==> src/sv/cocv_pkg.sv <==
// Shared types and constants for the coupon offer code validator.
`timescale 1ns / 1ps

package cocv_pkg;

    localparam int MAX_LENGTH_DEFAULT  = 255;
    localparam int QUEUE_DEPTH_DEFAULT = 2;

    localparam int CHAR_W = 8;
    localparam int POS_W  = 8;
    localparam int REM_W  = 4;
    localparam int ST_W   = 4;

    localparam logic [CHAR_W-1:0] CHAR_ZERO = 8'h30;
    localparam logic [CHAR_W-1:0] CHAR_ONE  = 8'h31;
    localparam logic [CHAR_W-1:0] CHAR_SIX  = 8'h36;
    localparam logic [CHAR_W-1:0] CHAR_NINE = 8'h39;

    // Funder and serial fields carry this many digits beyond their length digit.
    localparam logic [REM_W-1:0] FIELD_BASE_LEN = 4'd6;

    typedef enum logic [ST_W-1:0] {
        ST_OK             = 4'd0,
        ST_NONDIGIT       = 4'd1,
        ST_NO_FORMAT      = 4'd2,
        ST_BAD_FORMAT     = 4'd3,
        ST_NO_FUNDER_LEN  = 4'd4,
        ST_BAD_FUNDER_LEN = 4'd5,
        ST_SHORT_FUNDER   = 4'd6,
        ST_SHORT_OFFER    = 4'd7,
        ST_NO_SERIAL_LEN  = 4'd8,
        ST_SHORT_SERIAL   = 4'd9,
        ST_EXCESS         = 4'd10
    } status_t;

    typedef enum logic [6:0] {
        PH_FORMAT     = 7'b0000001,
        PH_FUNDER_LEN = 7'b0000010,
        PH_FUNDER     = 7'b0000100,
        PH_OFFER      = 7'b0001000,
        PH_SERIAL_LEN = 7'b0010000,
        PH_SERIAL     = 7'b0100000,
        PH_DONE       = 7'b1000000
    } phase_t;

    // One classified item as it travels from the front to the back.
    typedef struct packed {
        logic              has_char;
        logic              last;
        logic              digit;
        logic              format_ok;
        logic              len_ok;
        logic [REM_W-1:0]  digit_value;
    } item_t;

endpackage

==> src/sv/coupon_offer_code_validator.sv <==
// Top level of the coupon offer code validator: front, queue and back joined.
// Path: a final item is registered in the front, written into the queue, and then
//   loads the status register, which raises result_valid.
// Throughput: one item per cycle, the back's field walk included, while no result is held.
// Reset: rst_n asynchronous, active low; clears the field walker, queue and valid flags.
`timescale 1ns / 1ps

module coupon_offer_code_validator #(
    parameter int MAX_LENGTH  = cocv_pkg::MAX_LENGTH_DEFAULT,
    parameter int QUEUE_DEPTH = cocv_pkg::QUEUE_DEPTH_DEFAULT
) (
    input  logic                          clk,
    input  logic                          rst_n,
    input  logic                          item_valid,
    output logic                          item_ready,
    input  logic                          has_char,
    input  logic [cocv_pkg::CHAR_W-1:0]   character,
    input  logic                          last,
    output logic                          result_valid,
    input  logic                          result_ready,
    output logic [cocv_pkg::ST_W-1:0]     status,
    output logic [cocv_pkg::POS_W-1:0]    error_position,
    output logic [cocv_pkg::POS_W-1:0]    error_length
);

    // Front to queue: classified items (digit, format and length-digit checks).
    logic            cls_valid;
    logic            cls_ready;
    cocv_pkg::item_t cls_item;

    // Queue to back.
    logic            q_valid;
    logic            q_ready;
    cocv_pkg::item_t q_item;

    // Classify each character; drop items that carry neither a character nor the end.
    cocv_front u_front (
        .clk        (clk),
        .rst_n      (rst_n),
        .item_valid (item_valid),
        .item_ready (item_ready),
        .has_char   (has_char),
        .character  (character),
        .last       (last),
        .cls_valid  (cls_valid),
        .cls_ready  (cls_ready),
        .cls_item   (cls_item)
    );

    // Hold a few classified items so the front keeps taking input while the
    // result register waits on a stalled consumer.
    cocv_queue #(
        .DEPTH (QUEUE_DEPTH)
    ) u_queue (
        .clk        (clk),
        .rst_n      (rst_n),
        .push_valid (cls_valid),
        .push_ready (cls_ready),
        .push_item  (cls_item),
        .pop_valid  (q_valid),
        .pop_ready  (q_ready),
        .pop_item   (q_item)
    );

    // Walk the fields, latch the first non-digit and first field error, and
    // register one status at the end of each string.
    cocv_back #(
        .MAX_LENGTH (MAX_LENGTH)
    ) u_back (
        .clk            (clk),
        .rst_n          (rst_n),
        .cls_valid      (q_valid),
        .cls_ready      (q_ready),
        .cls_item       (q_item),
        .result_valid   (result_valid),
        .result_ready   (result_ready),
        .status         (status),
        .error_position (error_position),
        .error_length   (error_length)
    );

endmodule

==> src/sv/cocv_front.sv <==
// Front stage: accepts items, drops empty non-final items, classifies the character.
`timescale 1ns / 1ps

module cocv_front (
    input  logic                            clk,
    input  logic                            rst_n,
    input  logic                            item_valid,
    output logic                            item_ready,
    input  logic                            has_char,
    input  logic [cocv_pkg::CHAR_W-1:0]     character,
    input  logic                            last,
    output logic                            cls_valid,
    input  logic                            cls_ready,
    output cocv_pkg::item_t                 cls_item
);

    logic            valid_reg;
    logic            valid_next;
    cocv_pkg::item_t item_reg;
    cocv_pkg::item_t item_next;
    logic            accept;
    logic            keep;
    logic            digit;

    assign item_ready = !valid_reg || cls_ready;
    assign accept     = item_valid && item_ready;
    // An item with no character that does not end the string changes nothing.
    assign keep       = has_char || last;
    assign digit      = (character >= cocv_pkg::CHAR_ZERO) && (character <= cocv_pkg::CHAR_NINE);

    always_comb
    begin
        item_next.has_char    = has_char;
        item_next.last        = last;
        item_next.digit       = digit;
        item_next.format_ok   = (character == cocv_pkg::CHAR_ZERO) ||
                                (character == cocv_pkg::CHAR_ONE);
        item_next.len_ok      = (character <= cocv_pkg::CHAR_SIX);
        item_next.digit_value = digit ? cocv_pkg::REM_W'(character - cocv_pkg::CHAR_ZERO)
                                      : '0;
        valid_next = valid_reg && !cls_ready;
        if (accept && keep)
        begin
            valid_next = 1'b1;
        end
    end

    always_ff @(posedge clk or negedge rst_n)
    begin
        if (!rst_n)
        begin
            valid_reg <= 1'b0;
        end
        else
        begin
            valid_reg <= valid_next;
        end
    end

    always_ff @(posedge clk)
    begin
        if (accept && keep)
        begin
            item_reg <= item_next;
        end
    end

    assign cls_valid = valid_reg;
    assign cls_item  = item_reg;

endmodule

==> src/sv/cocv_queue.sv <==
// Short queue of classified items between the front and the back.
`timescale 1ns / 1ps

module cocv_queue #(
    parameter int DEPTH = cocv_pkg::QUEUE_DEPTH_DEFAULT
) (
    input  logic            clk,
    input  logic            rst_n,
    input  logic            push_valid,
    output logic            push_ready,
    input  cocv_pkg::item_t push_item,
    output logic            pop_valid,
    input  logic            pop_ready,
    output cocv_pkg::item_t pop_item
);

    localparam int IW = (DEPTH > 1) ? $clog2(DEPTH) : 1;
    localparam int CW = $clog2(DEPTH + 1);

    cocv_pkg::item_t entry_reg [DEPTH];
    logic [IW-1:0]   wr_ptr_reg;
    logic [IW-1:0]   wr_ptr_next;
    logic [IW-1:0]   rd_ptr_reg;
    logic [IW-1:0]   rd_ptr_next;
    logic [CW-1:0]   count_reg;
    logic [CW-1:0]   count_next;
    logic            push;
    logic            pop;

    assign push_ready = (count_reg != CW'(DEPTH));
    assign pop_valid  = (count_reg != '0);
    assign push       = push_valid && push_ready;
    assign pop        = pop_valid && pop_ready;
    assign pop_item   = entry_reg[rd_ptr_reg];

    always_comb
    begin
        wr_ptr_next = wr_ptr_reg;
        rd_ptr_next = rd_ptr_reg;
        count_next  = count_reg;
        if (push)
        begin
            wr_ptr_next = (wr_ptr_reg == IW'(DEPTH - 1)) ? '0 : wr_ptr_reg + 1'b1;
        end
        if (pop)
        begin
            rd_ptr_next = (rd_ptr_reg == IW'(DEPTH - 1)) ? '0 : rd_ptr_reg + 1'b1;
        end
        if (push && !pop)
        begin
            count_next = count_reg + 1'b1;
        end
        else if (pop && !push)
        begin
            count_next = count_reg - 1'b1;
        end
    end

    always_ff @(posedge clk or negedge rst_n)
    begin
        if (!rst_n)
        begin
            wr_ptr_reg <= '0;
            rd_ptr_reg <= '0;
            count_reg  <= '0;
        end
        else
        begin
            wr_ptr_reg <= wr_ptr_next;
            rd_ptr_reg <= rd_ptr_next;
            count_reg  <= count_next;
        end
    end

    always_ff @(posedge clk)
    begin
        if (push)
        begin
            entry_reg[wr_ptr_reg] <= push_item;
        end
    end

endmodule

==> src/sv/cocv_back.sv <==
// Back stage: walks the coupon fields, tracks errors, and registers the status.
`timescale 1ns / 1ps

module cocv_back #(
    parameter int MAX_LENGTH = cocv_pkg::MAX_LENGTH_DEFAULT
) (
    input  logic                          clk,
    input  logic                          rst_n,
    input  logic                          cls_valid,
    output logic                          cls_ready,
    input  cocv_pkg::item_t               cls_item,
    output logic                          result_valid,
    input  logic                          result_ready,
    output logic [cocv_pkg::ST_W-1:0]     status,
    output logic [cocv_pkg::POS_W-1:0]    error_position,
    output logic [cocv_pkg::POS_W-1:0]    error_length
);

    localparam int CW = $clog2(MAX_LENGTH + 1);

    logic [CW-1:0]                  count_reg,    count_next;
    cocv_pkg::phase_t               phase_reg,    phase_next;
    logic [CW-1:0]                  start_reg,    start_next;
    logic [cocv_pkg::REM_W-1:0]     rem_reg,      rem_next;
    logic                           nd_seen_reg,  nd_seen_next;
    logic [CW-1:0]                  nd_pos_reg,   nd_pos_next;
    cocv_pkg::status_t              early_reg,    early_next;
    logic [CW-1:0]                  early_pos_reg, early_pos_next;

    logic                           out_valid_reg, out_valid_next;
    cocv_pkg::status_t              status_reg,   status_next;
    logic [cocv_pkg::POS_W-1:0]     pos_reg,      pos_next;
    logic [cocv_pkg::POS_W-1:0]     len_reg,      len_next;

    logic                           pop;
    logic [CW-1:0]                  pos;
    logic [CW-1:0]                  nxt;
    logic [cocv_pkg::REM_W-1:0]     rem_dec;
    logic [CW-1:0]                  res_pos;
    logic [CW-1:0]                  res_len;

    assign cls_ready = !out_valid_reg || result_ready;
    assign pop       = cls_valid && cls_ready;
    assign pos       = count_reg;
    assign nxt       = (count_reg == CW'(MAX_LENGTH)) ? count_reg : count_reg + 1'b1;
    assign rem_dec   = rem_reg - 1'b1;

    always_comb
    begin
        count_next     = count_reg;
        phase_next     = phase_reg;
        start_next     = start_reg;
        rem_next       = rem_reg;
        nd_seen_next   = nd_seen_reg;
        nd_pos_next    = nd_pos_reg;
        early_next     = early_reg;
        early_pos_next = early_pos_reg;
        out_valid_next = out_valid_reg && !result_ready;
        status_next    = status_reg;
        pos_next       = pos_reg;
        len_next       = len_reg;
        res_pos        = '0;
        res_len        = '0;

        if (pop && cls_item.has_char)
        begin
            count_next = nxt;
            if (!cls_item.digit && !nd_seen_reg)
            begin
                nd_seen_next = 1'b1;
                nd_pos_next  = pos;
            end
            if (early_reg == cocv_pkg::ST_OK)
            begin
                case (phase_reg)
                    cocv_pkg::PH_FORMAT:
                    begin
                        if (!cls_item.format_ok)
                        begin
                            early_next     = cocv_pkg::ST_BAD_FORMAT;
                            early_pos_next = pos;
                        end
                        else
                        begin
                            phase_next = cocv_pkg::PH_FUNDER_LEN;
                        end
                    end
                    cocv_pkg::PH_FUNDER_LEN:
                    begin
                        if (!cls_item.len_ok)
                        begin
                            early_next     = cocv_pkg::ST_BAD_FUNDER_LEN;
                            early_pos_next = pos;
                        end
                        else
                        begin
                            rem_next   = cls_item.digit_value + cocv_pkg::FIELD_BASE_LEN;
                            start_next = nxt;
                            phase_next = cocv_pkg::PH_FUNDER;
                        end
                    end
                    cocv_pkg::PH_FUNDER:
                    begin
                        rem_next = rem_dec;
                        if (rem_dec == '0)
                        begin
                            rem_next   = cocv_pkg::FIELD_BASE_LEN;
                            start_next = nxt;
                            phase_next = cocv_pkg::PH_OFFER;
                        end
                    end
                    cocv_pkg::PH_OFFER:
                    begin
                        rem_next = rem_dec;
                        if (rem_dec == '0)
                        begin
                            phase_next = cocv_pkg::PH_SERIAL_LEN;
                        end
                    end
                    cocv_pkg::PH_SERIAL_LEN:
                    begin
                        // A non-digit length counts as zero; the non-digit wins anyway.
                        rem_next   = cls_item.digit_value + cocv_pkg::FIELD_BASE_LEN;
                        start_next = nxt;
                        phase_next = cocv_pkg::PH_SERIAL;
                    end
                    cocv_pkg::PH_SERIAL:
                    begin
                        rem_next = rem_dec;
                        if (rem_dec == '0)
                        begin
                            start_next = nxt;
                            phase_next = cocv_pkg::PH_DONE;
                        end
                    end
                    default:
                    begin
                        early_next     = cocv_pkg::ST_EXCESS;
                        early_pos_next = pos;
                    end
                endcase
            end
        end

        if (pop && cls_item.last)
        begin
            if (nd_seen_next)
            begin
                status_next = cocv_pkg::ST_NONDIGIT;
                res_pos     = nd_pos_next;
                res_len     = CW'(1);
            end
            else if (early_next == cocv_pkg::ST_EXCESS)
            begin
                status_next = cocv_pkg::ST_EXCESS;
                res_pos     = early_pos_next;
                res_len     = count_next - early_pos_next;
            end
            else if (early_next != cocv_pkg::ST_OK)
            begin
                status_next = early_next;
                res_pos     = early_pos_next;
                res_len     = CW'(1);
            end
            else
            begin
                case (phase_next)
                    cocv_pkg::PH_FORMAT:     status_next = cocv_pkg::ST_NO_FORMAT;
                    cocv_pkg::PH_FUNDER_LEN: status_next = cocv_pkg::ST_NO_FUNDER_LEN;
                    cocv_pkg::PH_FUNDER:     status_next = cocv_pkg::ST_SHORT_FUNDER;
                    cocv_pkg::PH_OFFER:      status_next = cocv_pkg::ST_SHORT_OFFER;
                    cocv_pkg::PH_SERIAL_LEN: status_next = cocv_pkg::ST_NO_SERIAL_LEN;
                    cocv_pkg::PH_SERIAL:     status_next = cocv_pkg::ST_SHORT_SERIAL;
                    default:                 status_next = cocv_pkg::ST_OK;
                endcase
                if (phase_next == cocv_pkg::PH_FORMAT ||
                    phase_next == cocv_pkg::PH_FUNDER_LEN ||
                    phase_next == cocv_pkg::PH_SERIAL_LEN)
                begin
                    res_len = count_next;
                end
                else if (phase_next != cocv_pkg::PH_DONE)
                begin
                    if (start_next >= count_next)
                    begin
                        res_len = count_next;
                    end
                    else
                    begin
                        res_pos = start_next;
                        res_len = count_next - start_next;
                    end
                end
            end
            pos_next       = cocv_pkg::POS_W'(res_pos);
            len_next       = cocv_pkg::POS_W'(res_len);
            out_valid_next = 1'b1;

            // Start over for the next string.
            count_next     = '0;
            phase_next     = cocv_pkg::PH_FORMAT;
            start_next     = '0;
            rem_next       = '0;
            nd_seen_next   = 1'b0;
            nd_pos_next    = '0;
            early_next     = cocv_pkg::ST_OK;
            early_pos_next = '0;
        end
    end

    always_ff @(posedge clk or negedge rst_n)
    begin
        if (!rst_n)
        begin
            count_reg     <= '0;
            phase_reg     <= cocv_pkg::PH_FORMAT;
            start_reg     <= '0;
            rem_reg       <= '0;
            nd_seen_reg   <= 1'b0;
            nd_pos_reg    <= '0;
            early_reg     <= cocv_pkg::ST_OK;
            early_pos_reg <= '0;
            out_valid_reg <= 1'b0;
        end
        else
        begin
            count_reg     <= count_next;
            phase_reg     <= phase_next;
            start_reg     <= start_next;
            rem_reg       <= rem_next;
            nd_seen_reg   <= nd_seen_next;
            nd_pos_reg    <= nd_pos_next;
            early_reg     <= early_next;
            early_pos_reg <= early_pos_next;
            out_valid_reg <= out_valid_next;
        end
    end

    always_ff @(posedge clk)
    begin
        status_reg <= status_next;
        pos_reg    <= pos_next;
        len_reg    <= len_next;
    end

    assign result_valid   = out_valid_reg;
    assign status         = status_reg;
    assign error_position = pos_reg;
    assign error_length   = len_reg;

    a_result_from_last: assert property (@(posedge clk) disable iff (!rst_n)
        $rose(out_valid_reg) |-> $past(pop && cls_item.last))
        else $error("result raised without a final item");

    a_restart_after_last: assert property (@(posedge clk) disable iff (!rst_n)
        (pop && cls_item.last) |=> (count_reg == '0 && phase_reg == cocv_pkg::PH_FORMAT &&
                                    early_reg == cocv_pkg::ST_OK && !nd_seen_reg))
        else $error("state not cleared after string end");

    a_ok_is_zero: assert property (@(posedge clk) disable iff (!rst_n)
        (out_valid_reg && status_reg == cocv_pkg::ST_OK) |->
            (pos_reg == '0 && len_reg == '0))
        else $error("ok status with nonzero position or length");

    a_count_bound: assert property (@(posedge clk) disable iff (!rst_n)
        count_reg <= CW'(MAX_LENGTH))
        else $error("character count past its limit");

endmodule
==> config.mk <==
export PLATFORM = sky130hd
export DESIGN_NAME = coupon_offer_code_validator
export DESIGN_NICKNAME = d
export VERILOG_FILES = /design/src/sv/cocv_pkg.sv /design/src/sv/coupon_offer_code_validator.sv /design/src/sv/cocv_front.sv /design/src/sv/cocv_queue.sv /design/src/sv/cocv_back.sv
export SDC_FILE = /design/constraint.sdc
export NUM_CORES = 1
export LEC_CHECK = 0
export BUFFER_PORTS_ARGS = -buffer_cell sky130_fd_sc_hd__buf_2
export CAP_MARGIN = 20
export CORE_MARGIN = 3
export CORE_UTILIZATION = 65
export CTS_BUF_LIST = sky130_fd_sc_hd__clkbuf_4 sky130_fd_sc_hd__clkbuf_8
export DETAILED_ROUTE_END_ITERATION = 8
export PLACE_DENSITY = 0.82
export SLEW_MARGIN = 20
export SYNTH_ARGS = -nofsm -noshare
export SYNTH_HDL_FRONTEND = slang
export SYNTH_SLANG_ARGS = --single-unit
==> constraint.sdc <==
create_clock -name clk -period 8.1 [get_ports clk]
set_input_delay 1.62 -clock clk [delete_from_list [all_inputs] [get_ports clk]]
set_output_delay 1.62 -clock clk [all_outputs]
set_load 0.02 [all_outputs]
==> flow_summary_export.csv <==
group,metric,value,unit
outcome,status,"completed",
clock_network,cts_buffers,9,
critical_path,startpoint_type,"input pin",
drt,via_count,4484,
final_layout,final_cells,699,
global_routing,grt_usage,0.264,
floorplanning,die_w,101,um
drt,m1WireLength,5.78,mm
synthesis,synth_edf_count,47,
drt,highest_layer,"met4",
power_and_ir_drop,p_leak,0.00266,uW
floorplanning,io_pins,36,
final_layout,antennaDiodeCount,0,
clock_network,ctsHoldBuffers,0,
synthesis,synth_cell_types,71,
critical_path,criticalPathCategory,"in -> reg",
clock_network,clockBufferDepth,2,
final_layout,nets,625,
clock_network,tritoncts,"yes",
clock_network,clock-sinks,101,
synthesis,yosysSeqAreaShare,0.474,
synthesis,synthXorXnorAreaFrac,0.0496,
synthesis,syn_area,0.00583,mm2
flow_run,max-cap-violations,0,
final_layout,final_util,0.739,
critical_path,worstPathArrival,6000,ps
global_routing,grt_pass1_wl,20.9,mm
clock_network,clk_latency,370,ps
clock_network,cts_setup_buffers,0,
floorplanning,row_count,33,
synthesis,synth.area.top_cells,"edfxtp_1 (24%), dfrtp_1 (23%), nor2_1 (5.7%), mux2i_1 (5.0%), ha_1 (4.3%)",
clock_network,clkSlewWorstSetupHoldPaths,110,ps
drt,dr_wl_met2,5.78,mm
placed_design,post-place-cells,683,
timing,fin_crit,5790,ps
timing,final_max_slew_viol_count,0,
clock_network,h-tree-depth,3,
global_routing,grt_max_degree,65,
power_and_ir_drop,peakVddDrop,274,uV
synthesis,synth_top_area_share,0.242,
synthesis,yosys_warnings,0,
synthesis,ys_ff_latch,101,
placed_design,place.gp.congestion,0.980,
critical_path,crit_fanout,8,
global_routing,antenna_found_initial,0,
timing,rsz0062_at_grt,"false",
drt,via_per_inst,6.41,
drt,met3RoutedLength,1.02,mm
synthesis,synth-async-reset-ratio,0.535,
drt,drtIter0Drc,448,
timing,worst_slew_pin_slew,1030,ps
placed_design,portBuffers,35,
synthesis,synth_fp_nets,602,
drt,drt_wl_total,12.7,mm
final_layout,final_common_cell,"nor2_1",
clock_network,cts_resized,0,
floorplanning,die_h,101,um
timing,max_freq,0.173,GHz
placed_design,dpl.hpwl,9.10,mm
global_routing,grt_pass1_vias,4248,
timing,fin_skew,15.3,ps
final_layout,syn_to_final_growth,7.25,%
drt,drcViolationCount,0,
synthesis,ys.flop_type,"dfrtp_1",
timing,tns,0,ps
synthesis,syn_inst,566,
floorplanning,start_util,0.689,
final_layout,mostFrequentLayoutCells,"nor2_1 (87), dfrtp_1 (53), edfxtp_1 (47), buf_2 (35), mux2i_1 (29)",
synthesis,synth_top_area_cell,"edfxtp_1",
drt,drt-pass1-iter-count,7,
power_and_ir_drop,p_per_area,367,mW/mm2
synthesis,synthMuxAreaShare,0.0517,
global_routing,overflow,0,
critical_path,worstPathRequired,8310,ps
clock_network,cts_root_buf,"clkbuf_8",
synthesis,synth-simple-area-share,0.199,
synthesis,synth_top_family_by_area,"simple AND/OR/NAND/NOR gates",
drt,wl_per_cell,18.2,um
floorplanning,dieArea,0.0101,mm2
timing,relSlewSlack,0.308,
drt,ant_nets,0,
timing,fin_crit_sh,0.715,
floorplanning,core,0.00846,mm2
timing,setup_viol,0,
min_path,hold_class,"reg -> reg",
synthesis,syn_avg_cell_area,10.3,um2
critical_path,cp-end-kind,"register",
timing,finalHoldViolations,0,
synthesis,synthAdderAreaFrac,0.0498,
synthesis,synth_compound_area_frac,0.139,
final_layout,drive_gt1_frac,0.130,
final_layout,largest_register_ffs,18,
[cell type report]
type	count	area, um2
Inverter	20	75.1
Clock buffer	9	124
Timing Repair Buffer	38	198
Multi-Input combinational cell	419	2860
Clock inverter	7	100
Tap cell	105	131
Fill cell	589	2210
Sequential cell	101	2760
[synthesized netlist by cell type, types with 8 or more instances]
master and n:
nor2_1 88, nand2_1 21, a21oi_1 24, nand3_1 18
nor2b_1 9, xnor2_1 21, edfxtp_1 47, a22oi_1 8
and2_1 9, ha_1 20, nor3_1 12, clkbuf_1 13
dfrtp_1 53, a21o_1 8, o21ai_0 14, buf_2 8
inv_1 20, xor2_1 12, nand3b_1 9, nand2b_1 18
mux2i_1 29
[power breakdown]
| part | internal [uW] | switching [uW] | total, uW |
|---|---|---|---|
| clock | 155 | 197 | 352 |
| sequential | 699 | 87.4 | 787 |
| combinational | 412 | 746 | 1160 |
| total | 1270 | 1030 | 2300 |
[critical path, cell delays in order]
cell,delay (ps)
buf_2,70
nand2b_1,190
nand3_1,290
a31oi_1,480
mux2i_1,530
inv_1,190
fa_1,480
a21o_1,170
a21oi_1,170
nor2_1,100
o31a_1,260
o31ai_1,480
o31ai_1,170
a41oi_1,340
nand2_1,210
o221ai_1,240
[per-stage QoR]
stage	cell area, um2	setup slack (ps)	hold slack [ps]	power [uW]
5_1_grt	6250	1990	473	2430
6_report	6250	2310	460	2300
3_5_place_dp	6030	2020	434	1930
2_1_floorplan	5830	2780	421	1670
4_1_cts	6250	2380	461	2280
3_3_place_gp	6030	2230	424	1890
[metal layers]
| metal | vias up | global-route usage |
|---|---|---|
| li1 | 2092 | - |
| met3 | 15 | 0.0561 |
| met2 | 218 | 0.407 |
| met1 | 2159 | 0.382 |
| met5 | - | 0 |
| met4 | 0 | 0.0663 |
[cell families after synthesis]
logic type,after synthesis
AND/OR/NAND/NOR,225
AO/OA/AOI/OAI,109
flip-flops,101
buffers and inverters,46
XOR/XNOR,33
multiplexers,30
adder cells (fa/ha/maj),22
[final timing paths]
kind                       cells past startpoint                              endpoint                              start  slack [ps]
min in group asynchronous                      2         u_back.phase_reg[2]$_DFF_PN0_                              rst_n        1350
setup / recovery                              16  u_back.error_length[1]$_SDFFCE_PN0P_                       result_ready        2310
hold / removal                                 0     u_queue.entry_reg[1][2]$_DFFE_PP_  u_front.cls_item[2]$_SDFFCE_PN0P_         460
hold reg to reg                                0     u_queue.entry_reg[1][2]$_DFFE_PP_  u_front.cls_item[2]$_SDFFCE_PN0P_         460
max in group asynchronous                      2         u_back.count_reg[6]$_DFF_PN0_                              rst_n        6290
setup reg to reg                              20  u_back.error_length[1]$_SDFFCE_PN0P_      u_back.rem_reg[0]$_DFFE_PN0P_        2420
(Power assumes the default switching activity.)
